`src/hdl/gjl_pkg.sv`:
```
// gjl_pkg: shared types, codes and font gap tables for the glyph layout block
// no dependencies; used by gjl_front, gjl_back and the top module in hdl/
package gjl_pkg;

  localparam logic [1:0] KIND_HALF   = 2'd0;
  localparam logic [1:0] KIND_DOUBLE = 2'd1;
  localparam logic [1:0] KIND_FULL   = 2'd2;

  localparam logic [1:0] CFG_RIGHT_LIMIT = 2'd0;
  localparam logic [1:0] CFG_LINE_PITCH  = 2'd1;

  localparam logic [9:0] RIGHT_LIMIT_RESET = 10'd480;
  localparam logic [5:0] LINE_PITCH_RESET  = 6'd10;

  localparam logic [7:0] CH_NUL     = 8'h00;
  localparam logic [7:0] CH_TAB     = 8'h09;
  localparam logic [7:0] CH_NEWLINE = 8'h0A;

  localparam logic [9:0] Y_MAX = 10'h3FF;

  localparam int NUM_GAPS = 18;

  // gap ranges of the full-width font, ascending and disjoint
  localparam logic [15:0] GAP_START [NUM_GAPS] = '{
    16'hA2AF, 16'hA2C2, 16'hA2D1, 16'hA2EB, 16'hA2FA, 16'hA3A1, 16'hA3BA, 16'hA3DB, 16'hA3FB,
    16'hA4F4, 16'hA5F7, 16'hA6B9, 16'hA6D9, 16'hA7C2, 16'hA7F2, 16'hA8C1, 16'hCFD4, 16'hF4A5
  };
  localparam logic [15:0] GAP_END [NUM_GAPS] = '{
    16'hA2B9, 16'hA2C9, 16'hA2DB, 16'hA2F1, 16'hA2FD, 16'hA3AF, 16'hA3C0, 16'hA3E0, 16'hA3FE,
    16'hA4FE, 16'hA5FE, 16'hA6C0, 16'hA6FE, 16'hA7D0, 16'hA7FE, 16'hAB90, 16'hCFFE, 16'hF8AA
  };
  // running total of gap lengths up to and including each gap
  localparam logic [15:0] GAP_SUB [NUM_GAPS] = '{
    16'd11, 16'd19, 16'd30, 16'd37, 16'd41, 16'd56, 16'd63, 16'd69, 16'd73,
    16'd84, 16'd92, 16'd100, 16'd138, 16'd153, 16'd166, 16'd886, 16'd929, 16'd1959
  };

  typedef struct packed {
    logic [7:0]  text_byte;
    logic        first;
    logic [9:0]  start_x;
    logic [9:0]  start_y;
    logic [15:0] color;
  } in_item_t;

  typedef struct packed {
    logic [1:0]  glyph_kind;
    logic [10:0] pos_x;
    logic [9:0]  pos_y;
    logic [15:0] glyph_index;
    logic        missing;
    logic [15:0] draw_color;
  } out_item_t;

  // draw command from the cursor front end to the index back end
  typedef struct packed {
    logic [1:0]  kind;
    logic [10:0] pos_x;
    logic [9:0]  pos_y;
    logic [7:0]  lead;
    logic [7:0]  ch;
    logic [15:0] color;
  } cmd_t;

endpackage

```
`src/hdl/gjl_fifo.sv`:
```
// gjl_fifo: small flop-based first-in first-out queue
// generic payload vector; no package dependencies
module gjl_fifo #(
  parameter int WIDTH = 8,
  parameter int DEPTH = 4
) (
  input  logic             clk,
  input  logic             rst,
  input  logic             wr_en,
  input  logic [WIDTH-1:0] wr_data,
  output logic             full,
  input  logic             rd_en,
  output logic [WIDTH-1:0] rd_data,
  output logic             empty
);

  localparam int PW = (DEPTH > 1) ? $clog2(DEPTH) : 1;
  localparam int CW = $clog2(DEPTH + 1);
  localparam logic [PW-1:0] LAST = PW'(DEPTH - 1);
  localparam logic [CW-1:0] FULL_COUNT = CW'(DEPTH);

  logic [WIDTH-1:0] mem [DEPTH];
  logic [PW-1:0]    wr_ptr;
  logic [PW-1:0]    rd_ptr;
  logic [CW-1:0]    count;
  logic             do_wr;
  logic             do_rd;

  assign full    = (count == FULL_COUNT);
  assign empty   = (count == '0);
  assign do_wr   = wr_en && !full;
  assign do_rd   = rd_en && !empty;
  assign rd_data = mem[rd_ptr];

  always_ff @(posedge clk) begin
    if (rst) begin
      wr_ptr <= '0;
      rd_ptr <= '0;
      count  <= '0;
    end else begin
      if (do_wr) begin
        wr_ptr <= (wr_ptr == LAST) ? '0 : wr_ptr + PW'(1);
      end
      if (do_rd) begin
        rd_ptr <= (rd_ptr == LAST) ? '0 : rd_ptr + PW'(1);
      end
      if (do_wr && !do_rd) begin
        count <= count + CW'(1);
      end else if (do_rd && !do_wr) begin
        count <= count - CW'(1);
      end
    end
  end

  always_ff @(posedge clk) begin
    if (do_wr) begin
      mem[wr_ptr] <= wr_data;
    end
  end

endmodule

```
`src/hdl/gjl_front.sv`:
```
// gjl_front: cursor, mode and lead-byte tracking; emits one draw command per glyph
// depends on gjl_pkg
module gjl_front (
  input  logic               clk,
  input  logic               rst,
  input  logic               push,
  input  logic               full,
  input  gjl_pkg::in_item_t  item,
  input  logic               cfg_valid,
  input  logic [1:0]         cfg_index,
  input  logic [9:0]         cfg_data,
  output logic               cmd_valid,
  output gjl_pkg::cmd_t      cmd
);

  logic [10:0] cursor_x;
  logic [9:0]  cursor_y;
  logic [9:0]  line_start_x;
  logic [7:0]  lead_byte;
  logic        double_mode;
  logic        stopped;
  logic [9:0]  right_limit;
  logic [5:0]  line_pitch;

  logic [10:0] cursor_x_next;
  logic [9:0]  cursor_y_next;
  logic [9:0]  line_start_x_next;
  logic [7:0]  lead_byte_next;
  logic        double_mode_next;
  logic        stopped_next;

  logic        accept;
  logic        emit;
  logic [1:0]  kind;
  logic [10:0] y_sum;
  logic [7:0]  ch;

  assign accept = push && !full;
  assign ch     = item.text_byte;

  always_comb begin
    cursor_x_next     = cursor_x;
    cursor_y_next     = cursor_y;
    line_start_x_next = line_start_x;
    lead_byte_next    = lead_byte;
    double_mode_next  = double_mode;
    stopped_next      = stopped;
    emit              = 1'b0;
    kind              = gjl_pkg::KIND_HALF;
    y_sum             = '0;

    if (item.first) begin
      cursor_x_next     = {1'b0, item.start_x};
      line_start_x_next = item.start_x;
      cursor_y_next     = item.start_y;
      lead_byte_next    = '0;
      double_mode_next  = 1'b0;
      stopped_next      = 1'b0;
    end

    // position of the glyph is the cursor before the advance
    cmd.pos_x = cursor_x_next;
    cmd.pos_y = cursor_y_next;
    cmd.lead  = lead_byte_next;
    cmd.ch    = ch;
    cmd.color = item.color;

    if (!stopped_next) begin
      if (ch == gjl_pkg::CH_NUL) begin
        stopped_next   = 1'b1;
        lead_byte_next = '0;
      end else begin
        if (lead_byte_next != '0) begin
          kind           = gjl_pkg::KIND_FULL;
          emit           = 1'b1;
          lead_byte_next = '0;
        end else if (ch[7] && (ch[6] == ch[5])) begin
          // 0x80..0x9f or 0xe0..0xff opens a double-byte character
          lead_byte_next = ch;
        end else if (ch == gjl_pkg::CH_NEWLINE) begin
          cursor_x_next = {1'b0, line_start_x_next};
          y_sum         = {1'b0, cursor_y_next} + {5'b0, line_pitch};
          cursor_y_next = (y_sum > {1'b0, gjl_pkg::Y_MAX}) ? gjl_pkg::Y_MAX : y_sum[9:0];
        end else if (ch == gjl_pkg::CH_TAB) begin
          double_mode_next = !double_mode_next;
        end else if (double_mode_next) begin
          kind = gjl_pkg::KIND_DOUBLE;
          emit = 1'b1;
        end else begin
          kind = gjl_pkg::KIND_HALF;
          emit = 1'b1;
        end

        if (emit) begin
          case (kind)
            gjl_pkg::KIND_FULL:   cursor_x_next = cursor_x_next + 11'd10;
            gjl_pkg::KIND_DOUBLE: cursor_x_next = cursor_x_next + 11'd16;
            default:              cursor_x_next = cursor_x_next + 11'd5;
          endcase
        end
        if (cursor_x_next >= {1'b0, right_limit}) begin
          stopped_next = 1'b1;
        end
      end
    end

    cmd.kind  = kind;
    cmd_valid = accept && emit;
  end

  always_ff @(posedge clk) begin
    if (rst) begin
      cursor_x     <= '0;
      cursor_y     <= '0;
      line_start_x <= '0;
      lead_byte    <= '0;
      double_mode  <= 1'b0;
      stopped      <= 1'b1;
      right_limit  <= gjl_pkg::RIGHT_LIMIT_RESET;
      line_pitch   <= gjl_pkg::LINE_PITCH_RESET;
    end else begin
      if (accept) begin
        cursor_x     <= cursor_x_next;
        cursor_y     <= cursor_y_next;
        line_start_x <= line_start_x_next;
        lead_byte    <= lead_byte_next;
        double_mode  <= double_mode_next;
        stopped      <= stopped_next;
      end
      if (cfg_valid) begin
        case (cfg_index)
          gjl_pkg::CFG_RIGHT_LIMIT: right_limit <= cfg_data;
          gjl_pkg::CFG_LINE_PITCH:  line_pitch  <= cfg_data[5:0];
          default: ;
        endcase
      end
    end
  end

  a_nul_stops: assert property (@(posedge clk) disable iff (rst)
    (accept && (ch == gjl_pkg::CH_NUL)) |=> stopped)
    else $error("zero byte did not stop the string");

  a_emit_needs_accept: assert property (@(posedge clk) disable iff (rst)
    cmd_valid |-> (accept && !stopped_next) || (accept && kind != gjl_pkg::KIND_HALF) ||
                  (accept && ch != gjl_pkg::CH_NUL))
    else $error("draw command without an accepted byte");

endmodule

```
`src/hdl/gjl_back.sv`:
```
// gjl_back: glyph index pipeline, code conversion then gap compare and subtract
// depends on gjl_pkg; reads the command queue and fills the result queue
module gjl_back (
  input  logic               clk,
  input  logic               rst,
  input  logic               q_empty,
  input  gjl_pkg::cmd_t      q_data,
  output logic               q_pop,
  input  logic               o_full,
  output logic               o_wr,
  output gjl_pkg::out_item_t o_data
);

  typedef struct packed {
    logic [1:0]  kind;
    logic [10:0] pos_x;
    logic [9:0]  pos_y;
    logic [15:0] color;
    logic [15:0] code;
  } s1_t;

  typedef struct packed {
    logic [1:0]  kind;
    logic [10:0] pos_x;
    logic [9:0]  pos_y;
    logic [15:0] color;
    logic [15:0] n_raw;
    logic [15:0] sub;
    logic        miss;
  } s2_t;

  s1_t  s1;
  s2_t  s2;
  s1_t  s1_next;
  s2_t  s2_next;
  logic s1_valid;
  logic s2_valid;
  logic s1_ready;
  logic s2_ready;

  logic [15:0] code0;
  logic [15:0] conv;
  logic [7:0]  lo;
  logic [7:0]  lo2;
  logic [7:0]  hi_m;
  logic [15:0] half_idx;
  logic [15:0] row;

  assign s2_ready = !s2_valid || !o_full;
  assign s1_ready = !s1_valid || s2_ready;
  assign q_pop    = !q_empty && s1_ready;
  assign o_wr     = s2_valid && !o_full;

  // stage 1: shift-jis pair to euc, or the single-byte index
  always_comb begin
    code0 = {q_data.lead, q_data.ch};
    if (code0 >= 16'hE000) begin
      code0 = code0 - 16'h4000;
    end
    lo   = code0[7:0];
    hi_m = code0[15:8] - 8'h81;
    conv = {hi_m[6:0], 9'b0} + {8'b0, lo};
    lo2  = lo;
    if (lo >= 8'h80) begin
      conv = conv - 16'd1;
      lo2  = lo - 8'd1;
    end
    if (lo2 >= 8'h9E) begin
      conv = conv + 16'h0062;
    end else begin
      conv = conv - 16'h0040;
    end
    conv = conv + 16'h2121 + 16'h8080;

    if (q_data.ch < 8'h20) begin
      half_idx = '0;
    end else if (q_data.ch < 8'h80) begin
      half_idx = {8'b0, q_data.ch - 8'h20};
    end else if (q_data.ch < 8'hA0) begin
      half_idx = '0;
    end else begin
      half_idx = {8'b0, q_data.ch - 8'h40};
    end

    s1_next.kind  = q_data.kind;
    s1_next.pos_x = q_data.pos_x;
    s1_next.pos_y = q_data.pos_y;
    s1_next.color = q_data.color;
    case (q_data.kind)
      gjl_pkg::KIND_FULL:   s1_next.code = conv;
      gjl_pkg::KIND_DOUBLE: s1_next.code = {8'b0, q_data.ch};
      default:              s1_next.code = half_idx;
    endcase
  end

  // stage 2: dense row index and gap lookup; the hit gap is the highest one started
  always_comb begin
    s2_next.kind  = s1.kind;
    s2_next.pos_x = s1.pos_x;
    s2_next.pos_y = s1.pos_y;
    s2_next.color = s1.color;
    s2_next.n_raw = s1.code;
    s2_next.sub   = '0;
    s2_next.miss  = 1'b0;
    row           = {8'b0, s1.code[15:8]} - 16'h00A1;
    if (s1.kind == gjl_pkg::KIND_FULL) begin
      s2_next.n_raw = 16'(row * 16'd94) + {8'b0, s1.code[7:0]} - 16'h00A1;
      for (int i = 0; i < gjl_pkg::NUM_GAPS; i++) begin
        if (s1.code >= gjl_pkg::GAP_START[i]) begin
          s2_next.sub  = gjl_pkg::GAP_SUB[i];
          s2_next.miss = (s1.code <= gjl_pkg::GAP_END[i]);
        end
      end
    end
  end

  always_comb begin
    o_data.glyph_kind  = s2.kind;
    o_data.pos_x       = s2.pos_x;
    o_data.pos_y       = s2.pos_y;
    o_data.glyph_index = s2.miss ? 16'd0 : (s2.n_raw - s2.sub);
    o_data.missing     = s2.miss;
    o_data.draw_color  = s2.color;
  end

  always_ff @(posedge clk) begin
    if (rst) begin
      s1_valid <= 1'b0;
      s2_valid <= 1'b0;
    end else begin
      if (s1_ready) begin
        s1_valid <= !q_empty;
      end
      if (s2_ready) begin
        s2_valid <= s1_valid;
      end
    end
  end

  always_ff @(posedge clk) begin
    if (q_pop) begin
      s1 <= s1_next;
    end
    if (s2_ready && s1_valid) begin
      s2 <= s2_next;
    end
  end

  a_miss_full_zero: assert property (@(posedge clk) disable iff (rst)
    (o_wr && o_data.missing) |->
      (o_data.glyph_kind == gjl_pkg::KIND_FULL) && (o_data.glyph_index == 16'd0))
    else $error("missing glyph on a non full-width command or with nonzero index");

  a_s2_hold: assert property (@(posedge clk) disable iff (rst)
    (s2_valid && o_full) |=> s2_valid && $stable(s2))
    else $error("stage 2 lost its command while stalled");

  a_s1_hold: assert property (@(posedge clk) disable iff (rst)
    (s1_valid && !s2_ready) |=> s1_valid && $stable(s1))
    else $error("stage 1 lost its command while stalled");

endmodule

```
`src/hdl/mixed_width_text_glyph_layout_top.sv`:
```
// mixed-width text glyph layout: one byte a transaction, one draw command per glyph
// path: a draw command passes the command queue, stage 1, stage 2 and the result queue
// throughput: one byte per cycle while the command queue is not full, set by the cursor update
// the back end index pipeline (conversion, gap compare) sustains one command per cycle unless the result queue is full
// reset: synchronous; cursor and mode cleared, string stopped, registers to 480 and 10
// depends on gjl_pkg, gjl_front, gjl_back, gjl_fifo
module mixed_width_text_glyph_layout_top #(
  parameter int MID_DEPTH = 4,
  parameter int OUT_DEPTH = 2
) (
  input  logic               clk,
  input  logic               rst,
  input  logic               push,
  output logic               full,
  input  gjl_pkg::in_item_t  item,
  output logic               empty,
  input  logic               pop,
  output gjl_pkg::out_item_t result,
  input  logic               cfg_valid,
  output logic               cfg_ready,
  input  logic [1:0]         cfg_index,
  input  logic [9:0]         cfg_data
);

  logic               cmd_valid;
  gjl_pkg::cmd_t      cmd;
  logic               mid_empty;
  logic               mid_pop;
  gjl_pkg::cmd_t      mid_data;
  logic               out_full;
  logic               out_wr;
  gjl_pkg::out_item_t out_data;

  assign cfg_ready = 1'b1;

  gjl_front u_front (
    .clk       (clk),
    .rst       (rst),
    .push      (push),
    .full      (full),
    .item      (item),
    .cfg_valid (cfg_valid),
    .cfg_index (cfg_index),
    .cfg_data  (cfg_data),
    .cmd_valid (cmd_valid),
    .cmd       (cmd)
  );

  gjl_fifo #(
    .WIDTH ($bits(gjl_pkg::cmd_t)),
    .DEPTH (MID_DEPTH)
  ) u_mid_q (
    .clk     (clk),
    .rst     (rst),
    .wr_en   (cmd_valid),
    .wr_data (cmd),
    .full    (full),
    .rd_en   (mid_pop),
    .rd_data (mid_data),
    .empty   (mid_empty)
  );

  gjl_back u_back (
    .clk     (clk),
    .rst     (rst),
    .q_empty (mid_empty),
    .q_data  (mid_data),
    .q_pop   (mid_pop),
    .o_full  (out_full),
    .o_wr    (out_wr),
    .o_data  (out_data)
  );

  gjl_fifo #(
    .WIDTH ($bits(gjl_pkg::out_item_t)),
    .DEPTH (OUT_DEPTH)
  ) u_out_q (
    .clk     (clk),
    .rst     (rst),
    .wr_en   (out_wr),
    .wr_data (out_data),
    .full    (out_full),
    .rd_en   (pop),
    .rd_data (result),
    .empty   (empty)
  );

endmodule

```
`config.mk`:
```
export PLATFORM = sky130hd
export DESIGN_NAME = mixed_width_text_glyph_layout_top
export DESIGN_NICKNAME = d
export VERILOG_FILES = /design/src/hdl/gjl_pkg.sv /design/src/hdl/gjl_fifo.sv /design/src/hdl/gjl_front.sv /design/src/hdl/gjl_back.sv /design/src/hdl/mixed_width_text_glyph_layout_top.sv
export SDC_FILE = /design/constraint.sdc
export NUM_CORES = 1
export LEC_CHECK = 0
export BUFFER_PORTS_ARGS = -buffer_cell sky130_fd_sc_hd__buf_2
export CORE_MARGIN = 8
export CORE_UTILIZATION = 45
export DETAILED_ROUTE_END_ITERATION = 10
export GPL_TIMING_DRIVEN = 0
export PLACE_DENSITY = 0.58
export SYNTH_ARGS = -nofsm -noshare
export SYNTH_HDL_FRONTEND = slang
export SYNTH_SLANG_ARGS = --single-unit
```
`constraint.sdc`:
```
create_clock -name clk -period 11.14 [get_ports clk]
set_input_delay 1.671 -clock clk [delete_from_list [all_inputs] [get_ports clk]]
set_output_delay 1.671 -clock clk [all_outputs]
set_load 0.005 [all_outputs]
```
# --- Yosys cells after proc, flatten, opt, wreduce, memory -nomap -nowiden ---
# Memory sizes are Yosys's and may differ from the RTL's. A register that Yosys moved wholly into a read port is not among the register bits.
# Index checks and enable logic that the tools add are counted.
totals:
  regBits: 197
  ram_bits: 332
  input_bits: 62
  output_inout_bits: 59
  memories: 2
mem_list:
  columns: ["memory", "depth", "word_bits", "rd", "rd_ports_with_merged_regs", "write_ports", "line_no", "rtl"]
  rows:
  - ["u_mid_q.mem", 4, 55, 1, 1, 1, "gjl_fifo.sv:22", "logic [WIDTH-1:0] mem [DEPTH];"]
  - ["u_out_q.mem", 2, 56, 1, 1, 1, "gjl_fifo.sv:22", null]
op_classes:
  addsub: 27
  n_mul: 1
  magnitude_cmp: 44
  eq_ne: 13
  mux: 97
  bitwise: 1
  n_reduce_logical: 39
op_table:
  columns: ["op", "count"]
  rows:
  - ["$ge A16 B16 Y1 const B", 19]
  - ["$le A16 B16 Y1 const B", 18]
  - ["$mux W11", 13]
  - ["$mux W8", 12]
  - ["$mux W10", 8]
  - ["$mux W16", 5]
  - ["$mux W33", 1]
  - ["$add A16 B8 Y16", 2]
  - ["$pmux W16 S2", 1]
  - ["$mux W1", 28]
  - ["$mux W2", 14]
  - ["$mux W7", 4]
  - ["$mux W9", 3]
  - ["$pmux W11 S2", 1]
  - ["$reduce_or A18 Y1", 1]
  - ["$add A16 B14 Y16 const B", 1]
  - ["$add A16 B16 Y16 const B", 1]
  - ["$add A16 B7 Y16 const B", 1]
  - ["$eq A8 B4 Y1 const B", 2]
  - ["$ge A8 B8 Y1 const B", 2]
  - ["$lt A8 B8 Y1 const B", 2]
  - ["$mul A16 B6 Y15 const B", 1]
  - ["$sub A16 B1 Y16 const B", 1]
  - ["$sub A16 B16 Y16", 1]
  - ["other kinds (41)", 80]

# --- Depth between registers and ports, before layout ---
depth:
  ltp_word: 20
  mapped_depth: 28
  depth_no_buf: 27

# --- Hierarchy ---
# Synthesis repeated with hierarchy kept, for this count alone.
unflattened:
  cells_unflattened: 2176
  area_unflattened_um2: 27040.9
by_module_without_submodules:
  columns: ["mod", "n_inst", "cells_each", "area_per_inst_um2", "seq_area_each_um2"]
  rows:
  - ["gjl_back", 1, 1050, 9897.0, 3673.5]
  - ["gjl_fifo at u_mid_q", 1, 337, 8441.8, 6786.5]
  - ["gjl_front", 1, 588, 4439.3, 1141.1]
  - ["gjl_fifo at u_out_q", 1, 199, 4251.6, 3463.3]
  - ["mixed_width_text_glyph_layout_top", 1, 2, 11.3, 0.0]

# --- Worst setup path before layout ---
# OpenSTA, ideal clock, no wires.
synth_timing:
  path_type: "flip-flop to flip-flop"
  start: "register u_back.s1[8] (netlist bit)"
  end: "register u_back.s2[32] (netlist bit) (data pin)"
  arrival_ns: 6.195
  required_time_ns: 10.873
  slack_ns: 4.677
  path_stages_with_launch: 27
  n_path_buf: 1
  synth_period_minus_slack_ns: 6.463
  path_cell_list: "edfxtp_1 clkbuf_1 inv_1 ha_1 nand2_1 o21ai_0 xor2_1 ha_1 xor2_1 fa_1 inv_1 fa_1 inv_1 ha_1 inv_1 o21bai_1 a2111oi_0 nor2_1 xnor2_1 inv_1 ha_1 a21oi_1 a31o_2 nor2b_1 a221oi_1 xnor2_1 o21ai_0"
synth_rtl:
  columns: ["item", "line_no", "rtl"]
  rows:
  - ["from (decl)", "gjl_back.sv:32", "s1_t s1;"]
  - ["from (signal assigned)", "gjl_back.sv:142", "s1 <= s1_next;"]
  - ["to (signal assigned)", "gjl_back.sv:145", "s2 <= s2_next;"]
  - ["to (decl)", "gjl_back.sv:33", "s2_t s2;"]

==> flow_metrics.tcl <==
set metrics [dict create \
    antenna_found_initial 1 \
    drive_gt1_share_pct 16.87 \
    critPathCaptureType "flip-flop" \
    required_ns 11.46 \
    post_synth_num_cell_types 97 \
    tns_ns 0 \
    io_buffers 119 \
    clk_pin_slew_ns 0.06 \
    die_area_sq_mm 0.06516 \
    cts_tree "built" \
    grt_max_degree 57 \
    report.final.hold_viol_count 0 \
    cp.arrival_ns 8.02 \
    drv_slew 0 \
    seq_area_frac_synth_pct 58.47 \
    firstDrtPassIters 5 \
    postCtsSetupBuffers 0 \
    synth_seq_cells 526 \
    synth_edf_count 453 \
    synth_fp_nets 2222 \
    fin_nets 2408 \
    fill_cells 4886 \
    max-slew-margin-rel_pct 19.35 \
    wl_per_cell_um 20.31 \
    yosysWarnings 0 \
    synth_area_sq_mm 0.02576 \
    rsz0062_at_grt "no" \
    initial_core_util_pct 45.60 \
    max_clock_freq_mhz 129.8 \
    pin_count 121 \
    cts_buffers 54 \
    stdcell_count 3021 \
    worst_setup_path_start_kind "flip-flop" \
    cap_violations 0 \
    clk_latency_ns 0.60 \
    avgSynthCellArea_sq_um 12.67 \
    ys_async_sr_fraction_pct 0 \
    reg2reg_depth 26 \
    die_h_um 255.3 \
    outcome "finished, final reports clean" \
    die_w_um 255.3 \
    htree_levels 2 \
    placementRows 87 \
    cts_resized 0 \
    overflow 0 \
    cts_sinks 526 \
    tightest_slew_ns 1.207 \
    critPathKind "reg2reg" \
    diodes 0 \
    place_inst 2919 \
    setup_viol 0 \
    min_period_ns 7.702 \
    grt_usage_pct 18.69 \
    clock_skew_ns 0.01675 \
    drc 0 \
    detailed_place_hpwl_um 44560 \
    drt-total-wl_um 61360 \
    hold_class "reg2reg" \
    grt_pass1_wl_um 95010 \
    postSynthCellCount 2033 \
    place_congestion 0.9352 \
    coreArea_sq_mm 0.05650 \
    synthFlopType "edfxtp_1" \
    initialDrtViolationCount 1215 \
    ctsHoldBuffers 0 \
    clockBufferDepth 3 \
    via_per_inst 5.480 \
    fin_crit_sh_pct 69.14 \
    synthToLayoutAreaGrowth_pct 14.64 \
    final_antenna_net_count 0 \
    grt_pass1_vias 16700 \
    vias 16560 \
    hold_depth 0 \
    critPathMaxFanout 10 \
    cts_root_buf "clkbuf_16" \
]
==> critical path, stage by stage (launching register included) <==
cell	delay, ns
edfxtp_1	0.54
clkbuf_1	0.34
inv_1	0.33
ha_1	0.34
nand2_1	0.15
o21ai_0	0.35
xor2_1	0.69
ha_1	0.39
xor2_1	0.18
fa_1	0.53
inv_1	0.05
fa_1	0.53
inv_1	0.04
ha_1	0.34
inv_1	0.07
o21bai_1	0.09
a2111oi_0	0.65
nor2_1	0.13
xnor2_1	0.29
inv_1	0.08
ha_1	0.33
a21oi_1	0.20
a31o_2	0.16
nor2b_1	0.05
a221oi_1	0.30
xnor2_1	0.17
o21ai_0	0.10
==> state kept, by name, indices dropped and copies added (netlist names), named ones only <==
| signal | flops |
|---|---|
| u_back.o_data | 40 |
| u_back.s1 | 55 |
| u_back.s1_valid | 1 |
| u_back.s2 | 26 |
| u_back.s2_valid | 1 |
| u_front.cursor_x | 11 |
| u_front.cursor_y | 10 |
| u_front.double_mode | 1 |
| u_front.lead_byte | 8 |
| u_front.line_pitch | 6 |
| u_front.line_start_x | 10 |
| u_front.right_limit | 10 |
| u_front.stopped | 1 |
| u_mid_q.count | 3 |
| u_mid_q.mem | 220 |
| u_mid_q.rd_ptr | 2 |
| u_mid_q.wr_ptr | 2 |
| u_out_q.count | 2 |
| u_out_q.mem | 112 |
| u_out_q.rd_ptr | 1 |
| u_out_q.wr_ptr | 1 |
==> routing by layer <==
layer | global-route usage (%) | up-vias | wire length (um)
met1 | 25.41 | 8132 | 27900
met5 | 0 | - | 0
met4 | 5.931 | 0 | 1604
met2 | 31.11 | 432 | 29160
li1 | - | 7893 | -
met3 | 2.284 | 98 | 2707
==> cell usage in the layout (no fill, tap or decap), types with 53 or more instances in the layout <==
cell	instances
mux2_2	67
nor2_1	156
inv_1	144
buf_2	123
edfxtp_1	453
ha_1	107
o21ai_0	106
a21oi_1	125
xnor2_1	68
clkbuf_16	54
dfxtp_1	73
mux4_2	53
clkbuf_1	63
nand2_1	150
==> stage by stage <==
stage | worst slack [ns] | utilization (%) | hold slack (ns) | area [sq um]
CTS | 3.419 | 52.28 | 0.4173 | 29530
finish | 3.438 | 52.28 | 0.4149 | 29530
floorplan | 4.677 | - | 0.4003 | 25760
global route | 2.836 | 52.28 | 0.4190 | 29530
global placement | 3.392 | 48.33 | 0.4007 | 27300
detailed placement | 3.430 | 48.87 | 0.4045 | 27610
==> synthesized netlist by cell type, drive strengths merged (53+ instances only) <==
cell / number / area (sq um)
edfxtp: 453 / 13600
nor2: 158 / 600.6
nand2: 151 / 569.3
inv: 145 / 544.3
a21oi: 129 / 656.9
ha: 107 / 1339
o21ai: 107 / 535.5
dfxtp: 73 / 1461
mux2: 70 / 792.0
xnor2: 68 / 595.6
clkbuf: 55 / 206.5
mux4: 53 / 1194
==> cell families after synthesis <==
| family | count (synthesis) | synth area share (%) |
|---|---|---|
| adder cells (fa/ha/maj) | 129 | 6.833 |
| flip-flops | 526 | 58.47 |
| other | 1 | 0.01456 |
| XOR/XNOR | 106 | 3.604 |
| multiplexers | 151 | 8.795 |
| AO/OA/AOI/OAI | 382 | 9.199 |
| AND/OR/NAND/NOR | 521 | 9.791 |
| buffers and inverters | 217 | 3.288 |
==> final timing paths <==
kind / start / endpoint / slack [ns]
setup reg to reg: u_back.s1[8]$_DFFE_PP_ / u_back.s2[32]$_DFFE_PP_ / 3.44
setup / recovery: u_back.s1[8]$_DFFE_PP_ / u_back.s2[32]$_DFFE_PP_ / 3.44
hold reg to reg: u_back.s1[18]$_DFFE_PP_ / u_back.o_data[2]$_DFFE_PP_ / 0.41
hold / removal: u_back.s1[18]$_DFFE_PP_ / u_back.o_data[2]$_DFFE_PP_ / 0.41
==> layout make-up <==
type	count	area, sq um	area share [%]
clock buffer	62	1381	4.677
clock inverter	40	541.8	1.834
buffer	71	299.0	1.013
inverter	146	548.0	1.856
tap	756	945.9	3.203
multi-input combinational	1290	9892	33.49
timing repair buffer	130	860.8	2.915
sequential	526	15060	51.01
Power is left out: the tool's default activity adds up to more than one toggle a clock period on the data nets, which glitch-free logic cannot reach.
